<file path="src/rtl/ucq_pkg.sv">
package ucq_pkg;

    localparam int STEP_COUNT = 14;
    localparam int NUM_CELLS  = STEP_COUNT + 1;
    localparam int DATA_W     = 16;
    localparam int SHIFT_W    = 4;
    localparam int STAGE_W    = 4;
    localparam int ADDR_W     = 3;
    localparam int PDATA_W    = 32;

    localparam logic [1:0] MODE_CIRC = 2'd0;
    localparam logic [1:0] MODE_LIN  = 2'd1;
    localparam logic [1:0] MODE_HYP  = 2'd2;

    localparam logic REG_DIRECTION = 1'b0;
    localparam logic REG_MODE      = 1'b1;

    localparam logic signed [DATA_W-1:0] ONE_Q14 = 16'sd16384;

    typedef struct packed {
        logic signed [DATA_W-1:0] x_in;
        logic signed [DATA_W-1:0] y_in;
        logic signed [DATA_W-1:0] z_in;
    } operand_t;

    typedef struct packed {
        logic signed [DATA_W-1:0] x_out;
        logic signed [DATA_W-1:0] y_out;
        logic signed [DATA_W-1:0] z_out;
    } result_t;

    typedef struct packed {
        logic signed [DATA_W-1:0] x;
        logic signed [DATA_W-1:0] y;
        logic signed [DATA_W-1:0] z;
    } vec_t;

    typedef struct packed {
        logic       vectoring;
        logic [1:0] mode;
    } cfg_t;

    typedef struct packed {
        logic                     active;
        logic                     vectoring;
        logic                     linear;
        logic                     hyper;
        logic [SHIFT_W-1:0]       shift;
        logic signed [DATA_W-1:0] angle;
    } cell_ctrl_t;

    function automatic logic signed [DATA_W-1:0] circ_angle(logic [STAGE_W-1:0] stage);
        logic signed [DATA_W-1:0] a;
        unique case (stage)
            4'd0:    a = 16'sd12867;
            4'd1:    a = 16'sd7596;
            4'd2:    a = 16'sd4013;
            4'd3:    a = 16'sd2037;
            4'd4:    a = 16'sd1022;
            4'd5:    a = 16'sd511;
            4'd6:    a = 16'sd255;
            4'd7:    a = 16'sd127;
            4'd8:    a = 16'sd63;
            4'd9:    a = 16'sd31;
            4'd10:   a = 16'sd15;
            4'd11:   a = 16'sd7;
            4'd12:   a = 16'sd3;
            4'd13:   a = 16'sd1;
            default: a = 16'sd0;
        endcase
        return a;
    endfunction

    function automatic logic signed [DATA_W-1:0] hyp_angle(logic [SHIFT_W-1:0] shift);
        logic signed [DATA_W-1:0] a;
        unique case (shift)
            4'd1:    a = 16'sd8999;
            4'd2:    a = 16'sd4184;
            4'd3:    a = 16'sd2058;
            4'd4:    a = 16'sd1025;
            4'd5:    a = 16'sd512;
            4'd6:    a = 16'sd256;
            4'd7:    a = 16'sd128;
            4'd8:    a = 16'sd64;
            4'd9:    a = 16'sd32;
            4'd10:   a = 16'sd16;
            4'd11:   a = 16'sd8;
            4'd12:   a = 16'sd4;
            4'd13:   a = 16'sd2;
            default: a = 16'sd0;
        endcase
        return a;
    endfunction

    // Hyperbolic shifts 1..13 with 4 and 13 repeated
    function automatic logic [SHIFT_W-1:0] hyp_shift(logic [STAGE_W-1:0] stage);
        logic [SHIFT_W-1:0] s;
        if (stage < 4'd4)
        begin
            s = stage + 4'd1;
        end
        else if (stage < 4'd14)
        begin
            s = stage;
        end
        else
        begin
            s = 4'd13;
        end
        return s;
    endfunction

    function automatic cell_ctrl_t stage_ctrl(logic [STAGE_W-1:0] stage, cfg_t cfg);
        cell_ctrl_t c;
        c.vectoring = cfg.vectoring;
        c.hyper     = (cfg.mode == MODE_HYP);
        c.linear    = (cfg.mode == MODE_LIN);
        c.active    = c.hyper || (stage < STEP_COUNT[STAGE_W-1:0]);
        if (c.hyper)
        begin
            c.shift = hyp_shift(stage);
            c.angle = hyp_angle(c.shift);
        end
        else if (c.linear)
        begin
            c.shift = stage;
            c.angle = ONE_Q14 >>> stage;
        end
        else
        begin
            c.shift = stage;
            c.angle = circ_angle(stage);
        end
        return c;
    endfunction

endpackage

</file>
<file path="src/rtl/ucq_cell.sv">
module ucq_cell
(
    input  logic                clk,
    input  logic                rst_n,
    input  ucq_pkg::cell_ctrl_t ctrl,
    input  logic                up_valid,
    output logic                up_ready,
    input  ucq_pkg::vec_t       up_data,
    output logic                dn_valid,
    input  logic                dn_ready,
    output ucq_pkg::vec_t       dn_data
);

    logic                              valid_reg;
    logic                              valid_next;
    ucq_pkg::vec_t                     data_reg;
    ucq_pkg::vec_t                     data_next;
    logic signed [ucq_pkg::DATA_W-1:0] xs;
    logic signed [ucq_pkg::DATA_W-1:0] ys;
    logic                              neg;

    assign up_ready = !valid_reg || dn_ready;
    assign xs       = up_data.x >>> ctrl.shift;
    assign ys       = up_data.y >>> ctrl.shift;
    assign neg      = ctrl.vectoring ? !up_data.y[ucq_pkg::DATA_W-1]
                                     : up_data.z[ucq_pkg::DATA_W-1];

    always_comb
    begin
        data_next = up_data;
        if (ctrl.active)
        begin
            data_next.y = neg ? up_data.y - xs : up_data.y + xs;
            data_next.z = neg ? up_data.z + ctrl.angle : up_data.z - ctrl.angle;
            priority if (ctrl.linear)
            begin
                data_next.x = up_data.x;
            end
            else if (ctrl.hyper)
            begin
                data_next.x = neg ? up_data.x - ys : up_data.x + ys;
            end
            else
            begin
                data_next.x = neg ? up_data.x + ys : up_data.x - ys;
            end
        end
    end

    assign valid_next = up_ready ? up_valid : valid_reg;

    always_ff @(posedge clk or negedge rst_n)
    begin
        if (!rst_n)
        begin
            valid_reg <= 1'b0;
        end
        else
        begin
            valid_reg <= valid_next;
        end
    end

    // advance payload on transfer
    always_ff @(posedge clk)
    begin
        if (up_valid && up_ready)
        begin
            data_reg <= data_next;
        end
    end

    assign dn_valid = valid_reg;
    assign dn_data  = data_reg;

endmodule

</file>
<file path="config.mk">
export PLATFORM = sky130hd
export DESIGN_NAME = ucq_cell
export DESIGN_NICKNAME = d
export VERILOG_FILES = /design/src/rtl/ucq_pkg.sv /design/src/rtl/ucq_cell.sv
export SDC_FILE = /design/constraint.sdc
export NUM_CORES = 1
export LEC_CHECK = 0
export ABC_AREA = 1
export BUFFER_PORTS_ARGS = -buffer_cell sky130_fd_sc_hd__buf_2
export CAP_MARGIN = 20
export CORE_MARGIN = 2
export CORE_UTILIZATION = 45
export DETAILED_ROUTE_END_ITERATION = 16
export PLACE_DENSITY = 0.79
export SETUP_SLACK_MARGIN = 0.4
export SLEW_MARGIN = 20
export SYNTH_ARGS = -nofsm -noshare
export SYNTH_HDL_FRONTEND = slang
export SYNTH_SLANG_ARGS = --single-unit
</file>
<file path="constraint.sdc">
create_clock -name clk -period 5.7 [get_ports clk]
set_clock_uncertainty 0.2 [all_clocks]
set_input_delay 0.57 -clock clk [delete_from_list [all_inputs] [get_ports clk]]
set_output_delay 0.57 -clock clk [all_outputs]
set_load 0.02 [all_outputs]
</file>
==> reports/results.txt, run 1 <==
final routed wirelength across all metal layers: 19120 microns
leading cell type in the layout, fill and taps excluded: nand2_1
launching point of the worst reg2reg path: dn_valid
Min-Delay Path Depth: 3
Layout Utilization: 51.06%
buffer type at the clock tree root: clkbuf_16
worst slack on hold paths: 306.3 ps
post-route antenna net violation count: 0
worst reg-to-reg setup slack: 3980 ps
number of buffers created by CTS: 5
Max Clk Rate: 0.2271 GHz
count of max-cap constraint violations: 0
largest net degree at the start of global routing: 49
Tightest Hold Check Type: input pin to flop
Period Utilization, post-route: 77.27%
net count after synthesis: 1193
count of mapped cells out of synthesis: 1051
worst-margin pin slew: 923.9 ps
power density cells: 217.8 nW/um^2
flip-flop and latch count after synthesis: 49
via count: 7252
later-pin clock latency in the skew report: 290 ps
initial antenna violation count: 0
sequential cell area fraction in the yosys report: 21.49%
starting density of the core: 45.38%
GR Util All Layers: 23.07%
post-synthesis to final-layout area growth: 12.51%
relative slew slack: 38.34%
CP Max Fanout: 33
Yosys cell types: 43
DR DRC count: 0
number of buffers inserted by post-CTS setup repair: 0
number of antenna cells inserted: 0
length of the first detailed-routing pass in iterations: 6
TritonCTS clock tree: done
startpoint-to-endpoint class of the critical path: input pin to flop
share of the synthesized area in the top cell type: 21.13%
final setup violation count: 0
Port Buf Inserts: 125
global-route wire length before repair: 30500 microns
count of placed standard cells in the final layout, fillers left out: 1337
CTS clk-pin slew, worst paths: 70 ps
Final Slew Violations: 0
hold_sp: up_valid
die span in y: 127.1 microns
commonest non-fill, non-tap cells in the layout: nand2_1, nand3_1, buf_2, inv_1, o21ai_0
Leakage Power: 3.843 nW
total congestion overflow: 0
DRC violation total after the first TritonRoute iteration: 772
total number of yosys warnings: 0
capturing point of the worst reg2reg path: dn_data[25]
number of gates resized after cts: 0
startpoint type of the worst setup path: input pin
maximum vdd ir drop: 0.1241 mV
Critical Path RT: 5560 ps
per-instance average area after synthesis: 6.492 sq um
number of clock sinks seen by CTS: 49
floorplan row count: 45
via count of the first global-routing pass: 6380
leading post-synthesis cells by cell area: edfxtp_1, nand2_1, ha_1
floorplan die width: 127.1 microns
Avg Vias per Cell: 5.424
fraction of layout cells with a size suffix above 1: 13.93%
Setup TNS Final: 0 ps
final layout net count: 1290
cell area after synthesis: 6823 sq um
result of the run: finished, final reports clean
boundary pin count: 126
cell count of the worst reg-to-reg path: 2
DP HPWL: 14980 microns
routed length per placed instance: 14.30 microns
Worst Setup End Kind: flop
most area-hungry cell type in the Yosys netlist: edfxtp_1
hold_buf cts: 1
arrival time at the worst endpoint: 4270 ps
Die ar.: 16160 sq um
H-tree level count: 2
number of placed instances with taps included: 1328
final critical-path required period: 4404 ps
final weighted congestion in routability-driven placement: 0.9408
final hold viol count: 0
RSZ-0062 raised after global routing: false
Hold Path End: dn_valid
placeable core region: 15030 sq um
number of buffers on the longest clock path: 2
==> per-stage QoR <==
stage / area [sq um] / total power, W / worst slack, ps
after detailed placement: 7522 / 0.001357 / 1049
after global placement: 7522 / 0.001340 / 1070
final: 7676 / 0.001672 / 1296
after global routing: 7676 / 0.001812 / 815.8
after floorplan: 6823 / 0.001142 / 2021
after CTS: 7676 / 0.001667 / 1366
==> state kept, by name, indices dropped and copies added (netlist names) <==
signal	count
dn_valid	1
dn_data	48
==> power by group <==
group          leakage, nW  switching (W)  total, W  internal, W
sequential           0.470     0.00000847  0.000458     0.000449
combinational         3.31       0.000580  0.000905     0.000325
clock               0.0631       0.000146  0.000309     0.000163
total                 3.84       0.000734   0.00167     0.000938
==> metal layers <==
layer | global-route usage, % | vias up | share of wire [%]
li1 | - | 3727 | -
met1 | 31.71 | 3186 | 45
met2 | 37.86 | 300 | 45
met3 | 2.889 | 39 | 6.8
met4 | 7.498 | 0 | 3.0
met5 | 0 | - | 0
==> cell families (layout without fill, tap and decap cells) <==
family	count (synthesis)	after routing	share of synthesized area [%]
compound gates	203	203	15.95
xor+xnor	58	58	7.721
fa+ha+maj	66	66	12.54
buf+inv	145	243	8.839
flops	49	49	21.49
mux	6	6	0.8803
simple gates	524	524	32.57
==> critical path, stage by stage <==
cell and delay, ps:
buf_2 460, inv_4 230, nand2_1 160, nand3_1 100, nand3_1 100, nand2_1 90, nand2_1 70, nand2_1 120
inv_1 80, ha_1 170, nand2_2 60, a21oi_2 150, nand2_1 100, nor2_2 120, nand3_1 100, nand2_2 110
xor2_1 80, ha_1 350, nand2_1 110, o21ai_0 290, nand2_1 80, o211a_1 120, a21boi_0 130, inv_1 80
nand3_1 70, nand3_1 90, nand2_1 50
==> area by class of cell <==
cell class / count / area, sq um
fillers: 1502 / 7357
flip-flops and latches: 49 / 1466
clock inverters: 2 / 15.01
clock buffers: 6 / 128.9
repair buffers: 131 / 673.1
inverters: 104 / 392.9
well taps: 188 / 235.2
multi-input cells: 857 / 4765
==> worst max-delay path by stage <==
stage | from | depth (start not counted) | slack, ps | to
2_1_floorplan | ctrl[16] | 23 | 2020 | dn_data[47]
3_3_place_gp | ctrl[16] | 26 | 1070 | dn_data[31]
3_5_place_dp | ctrl[16] | 26 | 1050 | dn_data[31]
4_1_cts | ctrl[16] | 26 | 1370 | dn_data[31]
5_1_grt | ctrl[17] | 25 | 820 | dn_data[31]
6_report | ctrl[16] | 27 | 1300 | dn_data[31]
==> cells in the mapped netlist, drive strengths merged <==
master and instances:
a211oi 3, a21boi 1, a21oi 77, a31oi 8
buf 24, clkbuf 17, clkinv 1, dfrtp 1
edfxtp 48, fa 4, ha 62, inv 103
mux2i 6, nand2 310, nand3 130, nand3b 1
nand4 7, nor2 59, nor3 11, nor4 2
o2111ai 2, o211a 1, o211ai 4, o21a 2
o21ai 97, o21bai 4, o221ai 1, o31ai 3
or2 4, xnor2 17, xor2 41
No activity file was read; power rests on OpenSTA's default activity.
==> run 2, diff against run 1 <==
Clock period 5.7 ns to 4.3 ns, I/O delays scaled along.
==> reports/results.txt, run 2 (synthesis results as in run 1) <==
buffer type at the clock tree root: clkbuf_16
CP Launch Point: ctrl[16]
global-route wire length before repair: 31480 microns
final setup violation count: 0
Worst Setup End Kind: flop
via count of the first global-routing pass: 6575
Critical Path RT: 4170 ps
Port Buf Inserts: 125
length of the first detailed-routing pass in iterations: 5
Max Clk Rate: 0.2749 GHz
RSZ-0062 raised after global routing: false
number of placed instances with taps included: 1340
number of buffers on the longest clock path: 2
boundary pin count: 126
startpoint type of the worst setup path: input pin
fraction of layout cells with a size suffix above 1: 15.56%
capturing point of the worst reg2reg path: dn_data[29]
CP Max Fanout: 18
floorplan row count: 45
number of clock sinks seen by CTS: 49
area of the multi-input gates: 4796 sq um
number of filler cells placed in the layout: 1503
startpoint-to-endpoint class of the critical path: input pin to flop
Avg Vias per Cell: 5.471
arrival time at the worst endpoint: 3510 ps
starting density of the core: 45.38%
largest net degree at the start of global routing: 48
leading cell type in the layout, fill and taps excluded: nand2_1
cell count of the worst reg-to-reg path: 2
Die ar.: 16160 sq um
floorplan die width: 127.1 microns
total congestion overflow: 0
placeable core region: 15030 sq um
routed length per placed instance: 14.63 microns
commonest non-fill, non-tap cells in the layout: nand2_1, nand3_1, buf_2, inv_1, o21ai_0
via count: 7391
H-tree level count: 2
Final Slew Violations: 0
Setup TNS Final: 0 ps
launching point of the worst reg2reg path: dn_valid
post-route antenna net violation count: 0
number of buffers created by CTS: 5
worst-margin pin slew: 716.1 ps
final hold viol count: 0
initial antenna violation count: 0
Period Utilization, post-route: 84.60%
Design Power: 0.002264 W
CTS clk-pin slew, worst paths: 80 ps
later-pin clock latency in the skew report: 300 ps
DP HPWL: 15600 microns
maximum vdd ir drop: 0.1585 mV
final routed wirelength across all metal layers: 19770 microns
Tightest Hold Check Type: input pin to flop
DRC violation total after the first TritonRoute iteration: 588
number of flip-flops under the largest register name: 48
TritonCTS clock tree: done
area taken by flip-flops and latches: 1466 sq um
GR Util All Layers: 23.91%
count of placed standard cells in the final layout, fillers left out: 1351
post-synthesis to final-layout area growth: 15.18%
die span in y: 127.1 microns
final critical-path required period: 3638 ps
count of max-cap constraint violations: 0
crit path to: dn_data[44]
final weighted congestion in routability-driven placement: 0.9233
final layout net count: 1304
power density cells: 288.1 nW/um^2
DR DRC count: 0
worst reg-to-reg setup slack: 2260 ps
relative slew slack: 52.08%
result of the run: finished, final reports clean
number of antenna cells inserted: 0
Leakage Power: 3.928 nW
## run 2: cell types whose count changed in the layout (fill, tap and decap cells not counted), sizes merged
| cell | previous run | this run |
|---|---|---|
| buf | 130 | 143 |
| clkbuf | 6 | 7 |
## run 2: metal layers
| metal | global-route usage, % | vias up | wire, microns |
|---|---|---|---|
| met5 | 0 | - | 0 |
| li1 | - | 3750 | - |
| met4 | 9.308 | 0 | 641 |
| met1 | 31.97 | 3333 | 8985 |
| met3 | 3.518 | 50 | 1229 |
| met2 | 39.15 | 258 | 8910 |
## run 2: layout make-up
class	instances	share of cell area (%)
timing repair buffer	145	10.40
multi-input combinational	857	61.03
inverter	104	5.095
clock buffer	6	1.640
clock inverter	2	0.1911
sequential	49	18.66
tap	188	2.993
## run 2: worst max-delay path, stage by stage
cell	delay, ps
buf_6	170
buf_4	230
o21ai_0	130
nand2_1	70
o21ai_0	110
o21ai_0	250
or2_2	150
o21ai_0	130
ha_1	350
inv_1	100
o21ai_0	390
a21oi_1	180
o21ai_1	310
a21oi_1	130
a21oi_1	130
o21ai_0	100
nand3_1	90
nand2_1	50
## run 2: worst min path at each step
| stage | cells past startpoint | start | to | slack [ps] |
|---|---|---|---|---|
| floorplan | 0 | rst_n | dn_valid | -70 |
| global placement | 1 | rst_n | dn_valid | 6 |
| detailed placement | 1 | rst_n | dn_valid | 5 |
| CTS | 3 | up_valid | dn_valid | 150 |
| global route | 3 | up_valid | dn_valid | 200 |
| finish | 3 | up_valid | dn_valid | 160 |
## run 2: power by group
part / switching, W / internal, W / total [W]
logic: 0.000785 / 0.000458 / 0.00124
clock network: 0.000198 / 0.000217 / 0.000414
registers: 0.0000115 / 0.000596 / 0.000607
total: 0.000994 / 0.00127 / 0.00226
## run 2: stage by stage
| stage | hold WS (ps) | setup WS (ps) | area (sq um) | util [%] |
|---|---|---|---|---|
| CTS | 154.8 | 486.0 | 7769 | 51.68 |
| global route | 201.8 | 395.5 | 7859 | 52.28 |
| detailed placement | 5.449 | 80.89 | 7612 | 50.64 |
| finish | 160.8 | 662.0 | 7859 | 52.28 |
| floorplan | -65.59 | 761.5 | 6823 | - |
| global placement | 5.773 | 171.7 | 7612 | 50.64 |
## run 2: timing repair
item                       CTS  global route
pin swaps                    0             2
hold endpoints to repair     1             0
resized for setup            1            22
gates cloned                 0             1
hold buffers                 1             0
setup endpoints to repair    1            11
buffers inserted             0             1
