===== src/rtl/ucq_pkg.sv =====
package ucq_pkg;

    localparam int STEP_COUNT = 14;
    localparam int NUM_CELLS  = STEP_COUNT + 1;
    localparam int DATA_W     = 16;
    localparam int SHIFT_W    = 4;
    localparam int STAGE_W    = 4;
    localparam int ADDR_W     = 3;
    localparam int PDATA_W    = 32;

    localparam logic [1:0] MODE_CIRC = 2'd0;
    localparam logic [1:0] MODE_LIN  = 2'd1;
    localparam logic [1:0] MODE_HYP  = 2'd2;

    localparam logic REG_DIRECTION = 1'b0;
    localparam logic REG_MODE      = 1'b1;

    localparam logic signed [DATA_W-1:0] ONE_Q14 = 16'sd16384;

    typedef struct packed {
        logic signed [DATA_W-1:0] x_in;
        logic signed [DATA_W-1:0] y_in;
        logic signed [DATA_W-1:0] z_in;
    } operand_t;

    typedef struct packed {
        logic signed [DATA_W-1:0] x_out;
        logic signed [DATA_W-1:0] y_out;
        logic signed [DATA_W-1:0] z_out;
    } result_t;

    typedef struct packed {
        logic signed [DATA_W-1:0] x;
        logic signed [DATA_W-1:0] y;
        logic signed [DATA_W-1:0] z;
    } vec_t;

    typedef struct packed {
        logic       vectoring;
        logic [1:0] mode;
    } cfg_t;

    typedef struct packed {
        logic                     active;
        logic                     vectoring;
        logic                     linear;
        logic                     hyper;
        logic [SHIFT_W-1:0]       shift;
        logic signed [DATA_W-1:0] angle;
    } cell_ctrl_t;

    function automatic logic signed [DATA_W-1:0] circ_angle(logic [STAGE_W-1:0] stage);
        logic signed [DATA_W-1:0] a;
        unique case (stage)
            4'd0:    a = 16'sd12867;
            4'd1:    a = 16'sd7596;
            4'd2:    a = 16'sd4013;
            4'd3:    a = 16'sd2037;
            4'd4:    a = 16'sd1022;
            4'd5:    a = 16'sd511;
            4'd6:    a = 16'sd255;
            4'd7:    a = 16'sd127;
            4'd8:    a = 16'sd63;
            4'd9:    a = 16'sd31;
            4'd10:   a = 16'sd15;
            4'd11:   a = 16'sd7;
            4'd12:   a = 16'sd3;
            4'd13:   a = 16'sd1;
            default: a = 16'sd0;
        endcase
        return a;
    endfunction

    function automatic logic signed [DATA_W-1:0] hyp_angle(logic [SHIFT_W-1:0] shift);
        logic signed [DATA_W-1:0] a;
        unique case (shift)
            4'd1:    a = 16'sd8999;
            4'd2:    a = 16'sd4184;
            4'd3:    a = 16'sd2058;
            4'd4:    a = 16'sd1025;
            4'd5:    a = 16'sd512;
            4'd6:    a = 16'sd256;
            4'd7:    a = 16'sd128;
            4'd8:    a = 16'sd64;
            4'd9:    a = 16'sd32;
            4'd10:   a = 16'sd16;
            4'd11:   a = 16'sd8;
            4'd12:   a = 16'sd4;
            4'd13:   a = 16'sd2;
            default: a = 16'sd0;
        endcase
        return a;
    endfunction

    // Hyperbolic shifts 1..13 with 4 and 13 repeated
    function automatic logic [SHIFT_W-1:0] hyp_shift(logic [STAGE_W-1:0] stage);
        logic [SHIFT_W-1:0] s;
        if (stage < 4'd4)
        begin
            s = stage + 4'd1;
        end
        else if (stage < 4'd14)
        begin
            s = stage;
        end
        else
        begin
            s = 4'd13;
        end
        return s;
    endfunction

    function automatic cell_ctrl_t stage_ctrl(logic [STAGE_W-1:0] stage, cfg_t cfg);
        cell_ctrl_t c;
        c.vectoring = cfg.vectoring;
        c.hyper     = (cfg.mode == MODE_HYP);
        c.linear    = (cfg.mode == MODE_LIN);
        c.active    = c.hyper || (stage < STEP_COUNT[STAGE_W-1:0]);
        if (c.hyper)
        begin
            c.shift = hyp_shift(stage);
            c.angle = hyp_angle(c.shift);
        end
        else if (c.linear)
        begin
            c.shift = stage;
            c.angle = ONE_Q14 >>> stage;
        end
        else
        begin
            c.shift = stage;
            c.angle = circ_angle(stage);
        end
        return c;
    endfunction

endpackage


===== src/rtl/ucq_regs.sv =====
module ucq_regs
(
    input  logic                              clk,
    input  logic                              rst_n,
    input  logic                              psel,
    input  logic                              penable,
    input  logic                              pwrite,
    input  logic [ucq_pkg::ADDR_W-1:0]        paddr,
    input  logic [ucq_pkg::PDATA_W-1:0]       pwdata,
    output logic [ucq_pkg::PDATA_W-1:0]       prdata,
    output logic                              pready,
    output ucq_pkg::cfg_t                     cfg
);

    logic       dir_reg;
    logic       dir_next;
    logic [1:0] mode_reg;
    logic [1:0] mode_next;
    logic       wr_en;
    logic       reg_sel;

    assign pready  = 1'b1;
    assign wr_en   = psel && penable && pwrite && pready;
    assign reg_sel = paddr[ucq_pkg::ADDR_W-1];

    always_comb
    begin
        dir_next  = dir_reg;
        mode_next = mode_reg;
        if (wr_en)
        begin
            unique case (reg_sel)
                ucq_pkg::REG_DIRECTION: dir_next  = pwdata[0];
                ucq_pkg::REG_MODE:      mode_next = pwdata[1:0];
                default:                dir_next  = dir_reg;
            endcase
        end
    end

    always_ff @(posedge clk or negedge rst_n)
    begin
        if (!rst_n)
        begin
            dir_reg  <= 1'b0;
            mode_reg <= ucq_pkg::MODE_CIRC;
        end
        else
        begin
            dir_reg  <= dir_next;
            mode_reg <= mode_next;
        end
    end

    always_comb
    begin
        unique case (reg_sel)
            ucq_pkg::REG_DIRECTION: prdata = {{(ucq_pkg::PDATA_W-1){1'b0}}, dir_reg};
            ucq_pkg::REG_MODE:      prdata = {{(ucq_pkg::PDATA_W-2){1'b0}}, mode_reg};
            default:                prdata = '0;
        endcase
    end

    assign cfg.vectoring = dir_reg;
    assign cfg.mode      = mode_reg;

endmodule


===== config.mk =====
export PLATFORM = sky130hd
export DESIGN_NAME = ucq_regs
export DESIGN_NICKNAME = d
export VERILOG_FILES = /design/src/rtl/ucq_pkg.sv /design/src/rtl/ucq_regs.sv
export SDC_FILE = /design/constraint.sdc
export NUM_CORES = 1
export LEC_CHECK = 0
export BUFFER_PORTS_ARGS = -buffer_cell sky130_fd_sc_hd__buf_2
export CAP_MARGIN = 30
export CORE_MARGIN = 5
export CORE_UTILIZATION = 26
export CTS_CLUSTER_DIAMETER = 100
export CTS_CLUSTER_SIZE = 40
export DETAILED_ROUTE_END_ITERATION = 12
export GPL_ROUTABILITY_DRIVEN = 1
export PLACE_DENSITY = 0.83
export SETUP_SLACK_MARGIN = 0.4
export SYNTH_ARGS = -nofsm -noshare
export SYNTH_HDL_FRONTEND = slang
export SYNTH_SLANG_ARGS = --single-unit

===== constraint.sdc =====
create_clock -name clk -period 2 [get_ports clk]
set_input_delay 0.3 -clock clk [delete_from_list [all_inputs] [get_ports clk]]
set_output_delay 0.3 -clock clk [all_outputs]
set_load 0.01 [all_outputs]

==> results by group, run 1 <==
Status
  • Status: complete, no violations

Drt
  • Top Metal Used: met3
  • WL per Instance: 9.446 um
  • Initial DRC Count: 0
  • Routed met2 length: 479 um
  • Routed met1 length: 150 um
  • Drt total wl: 699 um
  • DRC Markers: 0
  • Routed met3 length: 69 um
  • Routed Antenna Nets: 0
  • Vias per cell: 3.000
  • Vias: 222
  • Initial DRT Pass Iterations: 1

Logic synthesis
  • Main area contributors after synthesis: buf_4 62%, dfrtp_1 19%, mux2_2 8.7%
  • Register area share after synthesis: 0.1923
  • Yosys warning count: 0
  • Synth Instances: 44
  • Synth cell types: 8
  • Synthesized cell area: 390.4 um^2
  • Area leader, netlist: buf_4
  • Yosys top cell area share: 0.6154
  • Seq cells post-synth: 3
  • Synth Area per Inst: 8.872 um^2

Power and ir drop
  • VDD IR-drop max: 0.2937 mV
  • PD cells: 744.4 nW/um^2
  • Pleak: 0.2273 nW

Timing
  • Setup TNS: 0 ns
  • Final setup vio count: 0
  • Final Max Slew Viols: 0
  • PnR worst setup slack: 0.6887 ns
  • Fin crit period: 1.311 ns
  • Final cycle utilization of the critical path: 0.6556
  • Final hold vios: 0
  • Fin Hold WS: 0.3126 ns
  • RSZ-0062 raised after global routing: no
  • Clock skew: 0 ns
  • FMAX: 762.6 MHz

Critical path
  • Crit Reg-Reg Startpoint: dir_reg
  • Setup crit end kind: primary output
  • CP Class: reg2out
  • Worst path arrival time: 1.01 ns
  • Worst Setup Start Kind: flop
  • Worst R2R End: dir_reg
  • Worst Path Required: 1.70 ns
  • Crit Path Max Fanout: 3
  • Worst R2R Path Depth: 1
  • Worst reg2reg setup slack: 1.18 ns

Place
  • Placed Cells: 69
  • Hpwl dp: 600.7 um
  • Pre-CTS setup slack: 0.8349 ns
  • Port bufs: 12
  • GPL Wtd Cong: 0.6908

Min path
  • Worst hold endpoint: mode_reg[1]
  • Hold_sp: pwdata[1]
  • Hold Path Depth: 2
  • Worst hold path type: in2reg

Clock network
  • Cts bufs inserted: 3
  • CTS root buffer: clkbuf_4
  • Worst-case clock buffer depth: 2
  • TritonCTS clock tree: built
  • CTS Sinks: 3
  • Clk slew on worst S/H paths: 0.03 ns
  • Clock latency on the worst-skew pair: 0.23 ns
  • # resized after CTS: 0
  • H-Tree Level Count: 1
  • # Post-CTS Setup Buffers: 0

Cells and area
  • Area growth syn-to-layout: -3.846%
  • Final net count: 99
  • Final core occ: 0.2551
  • Largest register FFs: 2
  • Non-filler cells, final: 74
  • Diodes inserted: 0
  • Layout cells sized above 1: 0.3276

GRT
  • GR Overflow Total: 0
  • First-pass GRT wire length: 1.055 mm
  • Vias in the first global route: 227
  • Largest net degree at the start of global routing: 5
  • Initial antenna violation count: 0
  • GRT Total Usage: 0.05905

Floorplan
  • Die height: 48.75 um
  • Initial Util: 0.2653
  • Std-Cell Rows: 14
  • Full die area: 2377 um^2
  • Ports: 76
  • Core area: 1471 um^2
  • Die width: 48.75 um

Job
  • Max-cap violation count: 0
-- metrics by stage --
stage	instance area, um^2	power [mW]
floorplan	499.2	0.1901
global placement	339.1	0.1707
detailed placement	339.1	0.1752
CTS	375.4	0.2865
global route	375.4	0.3021
finish	375.4	0.2794
-- cell usage in the layout, fill, tap and decap left out, drive strengths merged --
master       netlist  routed
and2               1       1
buf               32      12
clkbuf             0       4
conb               2      31
dfrtp              3       3
dlygate4sd3        0       1
mux2               4       4
nand4              1       1
nand4b             1       1
-- power breakdown --
part	internal [mW]	switching (mW)
Combinational	0.0354	0.0570
Sequential	0.0746	0.00935
Clock	0.0746	0.0285
-- cell type report --
cell class,instances,area (um^2)
fill,171,1096
multi-input combinational,38,183.9
sequential,3,75.07
timing repair buffer,13,70.07
clock buffer,4,26.28
tap,16,20.02
-- kinds of logic after synthesis --
group,share of synthesized area
buffers and inverters,0.6154
multiplexers,0.1154
flip-flops,0.1923
AND/OR/NAND/NOR,0.05771
other,0.01924
-- timing repair --
action,4_1_cts,5_1_grt
hold endpoints to repair,3,0
hold buffers,1,0
setup endpoints to repair,0,0
-- Yosys cell counts (all sizes together) --
master,instances
buf,32
mux2,4
dfrtp,3
conb,2
and2,1
nand4,1
nand4b,1
-- routing by layer --
metal  GRT usage  up-vias
li1            -      104
met1     0.03327      104
met2      0.1326       14
met3    0.009202        0
met4     0.05381        0
met5           0        -
-- critical path, cell delays in order (launching register included) --
cell and delay (ns):
dfrtp_1 0.39, mux2_2 0.26, buf_2 0.14
-- how the worst max path moves through the flow --
stage / end / slack, ns / start
6_report: prdata[0] / 0.69 / dir_reg
5_1_grt: prdata[0] / 0.64 / dir_reg
4_1_cts: prdata[0] / 0.67 / dir_reg
3_5_place_dp: prdata[0] / 0.83 / paddr[2]
3_3_place_gp: prdata[0] / 0.84 / paddr[2]
2_1_floorplan: prdata[0] / 1.01 / mode_reg[0]
Power figures use the tool's default switching activity.
==> run 2: changes to the inputs <==
--- a/config.mk
+++ b/config.mk
@@ -8,12 +8,12 @@
 export BUFFER_PORTS_ARGS = -buffer_cell sky130_fd_sc_hd__buf_2
 export CAP_MARGIN = 30
 export CORE_MARGIN = 5
-export CORE_UTILIZATION = 26
+export CORE_UTILIZATION = 22
 export CTS_CLUSTER_DIAMETER = 100
 export CTS_CLUSTER_SIZE = 40
 export DETAILED_ROUTE_END_ITERATION = 12
 export GPL_ROUTABILITY_DRIVEN = 1
-export PLACE_DENSITY = 0.83
+export PLACE_DENSITY = 0.75
 export SETUP_SLACK_MARGIN = 0.4
 export SYNTH_ARGS = -nofsm -noshare
 export SYNTH_HDL_FRONTEND = slang
==> constraint.sdc (replaced) <==
create_clock -name clk -period 1.07 [get_ports clk]
set_input_delay 0.1605 -clock clk [delete_from_list [all_inputs] [get_ports clk]]
set_output_delay 0.1605 -clock clk [all_outputs]
set_load 0.01 [all_outputs]
==> results by group, run 2 (same netlist as run 1, synthesis figures left out) <==
Timing
  • RSZ-0062 raised after global routing: yes
  • Fin crit period: 1.181 ns
  • Final cycle utilization of the critical path: 1.103
  • Final Max Slew Viols: 0 (unchanged)
  • PnR worst setup slack: -0.1107 ns (-0.7994 ns)
  • Final setup vio count: 3 (+3)
  • Clock skew: 0 ns (unchanged)
  • Final hold vios: 0 (unchanged)
  • Fin Hold WS: 0.1664 ns (-0.1462 ns)
  • FMAX: 847.0 MHz

GRT
  • Largest net degree at the start of global routing: 5 (unchanged)
  • GR Overflow Total: 0 (unchanged)
  • Initial antenna violation count: 0 (unchanged)
  • First-pass GRT wire length: 917 um (-13%)
  • Vias in the first global route: 209 (-7.9%)
  • GRT Total Usage: 0.05298 (-0.006069)

Cells and area
  • Most frequent cells in the layout: 31 x conb_1, 8 x buf_2, 7 x buf_6
  • Final net count: 103 (+4.0%)
  • Fillers: 189 (+11%)
  • Final core occ: 0.2747 (+0.01962)
  • Commonest non-fill, non-tap cell in the layout: conb_1
  • Layout cells sized above 1: 0.3871 (+0.05951)
  • Area growth syn-to-layout: 20.19%
  • Diodes inserted: 0 (unchanged)
  • Largest register FFs: 2 (unchanged)

Place
  • GPL Wtd Cong: 0.6155 (-11%)
  • Port bufs: 12 (unchanged)
  • Hpwl dp: 586.4 um (-2.4%)

Floorplan
  • Std-Cell Rows: 15 (+1)
  • Ports: 76 (unchanged)
  • Full die area: 2717 um^2 (+14%)
  • Initial Util: 0.2286 (-0.03673)
  • Die height: 52.13 um (+6.9%)
  • Die width: 52.13 um (+6.9%)
  • Core area: 1708 um^2 (+16%)

Critical path
  • Worst path arrival time: 1.02 ns (about the same)
  • Setup crit end kind: primary output
  • CP Class: reg2out
  • Worst Setup Start Kind: flop
  • Crit Reg-Reg Startpoint: mode_reg[0]
  • Worst Path Required: 0.91 ns (-0.79 ns)
  • Crit Path Max Fanout: 2 (-1)
  • Worst R2R Path Depth: 4 (+3)
  • Worst setup path startpoint: mode_reg[0]

Min path
  • Worst hold path type: in2reg
  • Hold_sp: pwdata[1]
  • Hold Path Depth: 2 (unchanged)

Power and ir drop
  • VDD IR-drop max: 0.4493 mV (+53%)
  • PD cells: 1438 nW/um^2 (+93%)
  • Pleak: 0.2774 nW (+22%)

Clock network
  • TritonCTS clock tree: built
  • H-Tree Level Count: 1 (unchanged)
  • CTS Sinks: 3 (unchanged)
  • Clk slew on worst S/H paths: 0.04 ns (about the same)
  • Clock latency on the worst-skew pair: 0.23 ns (about the same)
  • Worst-case clock buffer depth: 2 (unchanged)
  • CTS root buffer: clkbuf_4
  • Cts bufs inserted: 3 (unchanged)

Drt
  • Initial DRT Pass Iterations: 1 (unchanged)
  • Vias per cell: 2.782 (-7.3%)
  • DRC Markers: 0 (unchanged)
  • Vias: 242 (+9.0%)
  • Drt total wl: 795 um (+14%)
  • Initial DRC Count: 0 (unchanged)
  • Routed Antenna Nets: 0 (unchanged)
  • WL per Instance: 9.138 um (-3.3%)

Job
  • Max-cap violation count: 0 (unchanged)

Status
  • Failing checks: setup timing
  • Status: complete, but fails checks
-- run 2: changes by cell type in the layout (fill, tap and decap cells not counted) --
cell	previous run	this run
mux2_2	3	0
and2_2	1	0
mux2_1	1	0
buf_4	0	1
buf_6	0	7
buf_2	12	8
mux2_4	0	4
and2_4	0	1
-- run 2: area by class of cell --
type	instances	area, um^2	share of cell area
clock buffers	4	26.28	0.05600
multi-input cells	38	200.2	0.4267
flip-flops and latches	3	75.07	0.1600
well taps	25	31.28	0.06667
repair buffers	17	136.4	0.2907
-- run 2: per-layer routing --
layer,routed length [um],vias to the layer above,track usage
met5,0,-,0
met4,8,0,0.05240
met3,94,2,0.02579
met2,516,18,0.09623
met1,176,112,0.03780
li1,-,110,-
-- run 2: report_power, final --
part	internal, mW	switching (mW)
combinational	0.180	0.135
sequential	0.139	0.0201
clock	0.140	0.0598
-- run 2: critical path, stage by stage (launching register included) --
cell and delay (ns):
dfrtp_1 0.40, mux2_4 0.27, buf_6 0.12
-- run 2: final timing paths --
kind / end / slack [ns]
worst min-delay path: mode_reg[1] / 0.17
max in group asynchronous: mode_reg[0] / 0.68
worst max register to register: mode_reg[0] / -0.03
worst max-delay path: prdata[0] / -0.11
min in group asynchronous: mode_reg[1] / 0.28
worst min register to register: mode_reg[1] / 0.54
-- run 2: metrics by stage --
step / power, mW / setup TNS [ns] / std cells / cell area (um^2) / setup WS (ns)
6_report: 0.6747 / -0.2021 / 87 / 469.2 / -0.1107
5_1_grt: 0.7281 / -0.2685 / 87 / 469.2 / -0.1395
4_1_cts: 0.6625 / -0.1059 / 86 / 457.9 / -0.1059
3_5_place_dp: 0.3489 / 0 / 78 / 362.8 / 0.1292
3_3_place_gp: 0.3441 / 0 / 78 / 362.8 / 0.1419
2_1_floorplan: 0.3768 / 0 / 73 / 511.7 / 0.2318
-- run 2: what timing repair did --
item                       4_1_cts  5_1_grt
gates resized for setup          7        1
setup endpoints to repair        8        8
hold buffers                     1        0
pin swaps                        1        1
hold endpoints to repair         3        0
buffers inserted                 3        1
==> run 3: changes to the inputs <==
--- a/config.mk
+++ b/config.mk
@@ -15,6 +15,7 @@
 export GPL_ROUTABILITY_DRIVEN = 1
 export PLACE_DENSITY = 0.75
 export SETUP_SLACK_MARGIN = 0.4
+export SLEW_MARGIN = 20
 export SYNTH_ARGS = -nofsm -noshare
 export SYNTH_HDL_FRONTEND = slang
 export SYNTH_SLANG_ARGS = --single-unit
==> constraint.sdc (replaced) <==
create_clock -name clk -period 1.07 [get_ports clk]
set_input_delay 0.1605 -clock clk [delete_from_list [all_inputs] [get_ports clk]]
set_output_delay 0.1605 -clock clk [all_outputs]
set_load 0.005 [all_outputs]
==> results by group, run 3 (same netlist as run 1, synthesis figures left out) <==
Status
  • Status: complete, but fails checks
  • Failing checks: setup timing

Cells and area
  • Layout cells sized above 1: 0.3871 (unchanged)
  • Most frequent cells in the layout: 31 x conb_1, 9 x buf_2, 6 x buf_6
  • Area growth syn-to-layout: 18.59%
  • Non-filler cells, final: 87 (unchanged)
  • Diodes inserted: 0 (unchanged)
  • Layout Cell Area excl Fill: 462.9 um^2 (-1.3%)
  • Final net count: 103 (unchanged)
  • Fillers: 187 (-1.1%)
  • Commonest non-fill, non-tap cell in the layout: conb_1
  • Largest register FFs: 2 (unchanged)

Timing
  • Final Max Slew Viols: 0 (unchanged)
  • Fin crit period: 1.169 ns (-0.01206 ns)
  • Final setup vio count: 3 (unchanged)
  • PnR worst setup slack: -0.09862 ns (+0.01206 ns)
  • Final hold vios: 0 (unchanged)
  • Fin Hold WS: 0.1652 ns (-0.001161 ns)
  • Final cycle utilization of the critical path: 1.092 (-0.01127)
  • Setup TNS: -0.1706 ns (+0.03150 ns)
  • FMAX: 855.7 MHz (+1.0%)
  • Clock skew: 0 ns (unchanged)
  • RSZ-0062 raised after global routing: yes

Clock network
  • TritonCTS clock tree: built
  • Clk slew on worst S/H paths: 0.04 ns (about the same)
  • CTS root buffer: clkbuf_4
  • Clock latency on the worst-skew pair: 0.24 ns (about the same)
  • CTS Sinks: 3 (unchanged)
  • Worst-case clock buffer depth: 2 (unchanged)
  • H-Tree Level Count: 1 (unchanged)
  • Cts bufs inserted: 3 (unchanged)

Min path
  • Worst hold path type: in2reg
  • Hold Path Depth: 2 (unchanged)

Floorplan
  • Initial Util: 0.2286 (unchanged)
  • Die height: 52.13 um (unchanged)
  • Die width: 52.13 um (unchanged)
  • Full die area: 2717 um^2 (unchanged)
  • Ports: 76 (unchanged)
  • Core area: 1708 um^2 (unchanged)
  • Std-Cell Rows: 15 (unchanged)

GRT
  • GRT Total Usage: 0.05179 (-0.001190)
  • First-pass GRT wire length: 910 um (-0.76%)
  • Initial antenna violation count: 0 (unchanged)
  • GR Overflow Total: 0 (unchanged)
  • Largest net degree at the start of global routing: 5 (unchanged)
  • Vias in the first global route: 214 (+2.4%)

Drt
  • Initial DRT Pass Iterations: 1 (unchanged)
  • WL per Instance: 9.046 um (-1.0%)
  • Vias: 239 (-1.2%)
  • Drt total wl: 787 um (-1.0%)
  • Initial DRC Count: 0 (unchanged)
  • DRC Markers: 0 (unchanged)
  • Vias per cell: 2.747 (-1.2%)
  • Routed Antenna Nets: 0 (unchanged)

Critical path
  • Worst path arrival time: 1.01 ns (about the same)
  • Worst Path Required: 0.91 ns (about the same)
  • Setup crit end kind: primary output
  • CP Class: reg2out
  • Worst Setup Start Kind: flop
  • Worst reg2reg setup slack: -0.02 ns (about the same)
  • Worst R2R Path Depth: 4 (unchanged)
  • Crit Path Max Fanout: 2 (unchanged)

Place
  • Port bufs: 12 (unchanged)
  • Hpwl dp: 586.4 um (unchanged)
  • Placed cell areas: 362.8 um^2 (unchanged)
  • GPL Wtd Cong: 0.6155 (unchanged)
  • Placed Cells: 78 (unchanged)

Power and ir drop
  • PD cells: 1346 nW/um^2 (-6.4%)
  • VDD IR-drop max: 0.4379 mV (-2.5%)
  • Pleak: 0.2755 nW (-0.69%)
  • Total power: 0.6231 mW (-7.7%)

Job
  • Max-cap violation count: 0 (unchanged)
## run 3: per-layer routing
layer	vias to the layer above	track usage	share of wire
met4	0	0.05677	0.010
met5	-	0	0
met2	18	0.08996	0.65
met1	109	0.03608	0.22
li1	110	-	-
met3	2	0.02865	0.12
## run 3: repair_timing
item	4_1_cts	5_1_grt
pin swaps	1	1
endpoints found under the hold margin	3	0
gates resized for setup	5	2
hold buffers	1	0
setup endpoints to repair	8	8
setup buffers	2	2
## run 3: final cells by class
cell class / instances / area, um^2 / share of cell area
Timing Repair Buffer: 17 / 130.1 / 0.2811
Multi-Input combinational cell: 38 / 200.2 / 0.4324
Clock buffer: 4 / 26.28 / 0.05676
Tap cell: 25 / 31.28 / 0.06757
Sequential cell: 3 / 75.07 / 0.1622
## run 3: per-stage QoR
stage	setup WS, ns	utilization
after floorplan	0.2735	-
after global placement	0.1547	0.2125
after detailed placement	0.1419	0.2125
after CTS	-0.1003	0.2579
after global routing	-0.1369	0.2711
final	-0.09862	0.2711
## run 3: worst paths after layout
| check | from | to |
|---|---|---|
| worst min-delay path | pwdata[1] | mode_reg[1] |
| worst max-delay path | mode_reg[0] | prdata[0] |
| min in group asynchronous | rst_n | mode_reg[1] |
| worst min register to register | mode_reg[1] | mode_reg[1] |
| worst max register to register | mode_reg[0] | mode_reg[0] |
| max in group asynchronous | rst_n | mode_reg[0] |
## run 3: report_power, final
| group | switching [mW] | internal (mW) | leakage (nW) | total [mW] |
|---|---|---|---|---|
| registers | 0.0192 | 0.139 | 0.0360 | 0.159 |
| clock network | 0.0613 | 0.140 | 0.0150 | 0.201 |
| logic | 0.0937 | 0.170 | 0.225 | 0.263 |
| total | 0.174 | 0.449 | 0.276 | 0.623 |
## run 3: critical path, cell delays in order, from the launching register on
cell and delay (ns):
dfrtp_1 0.39, mux2_4 0.27, buf_6 0.11
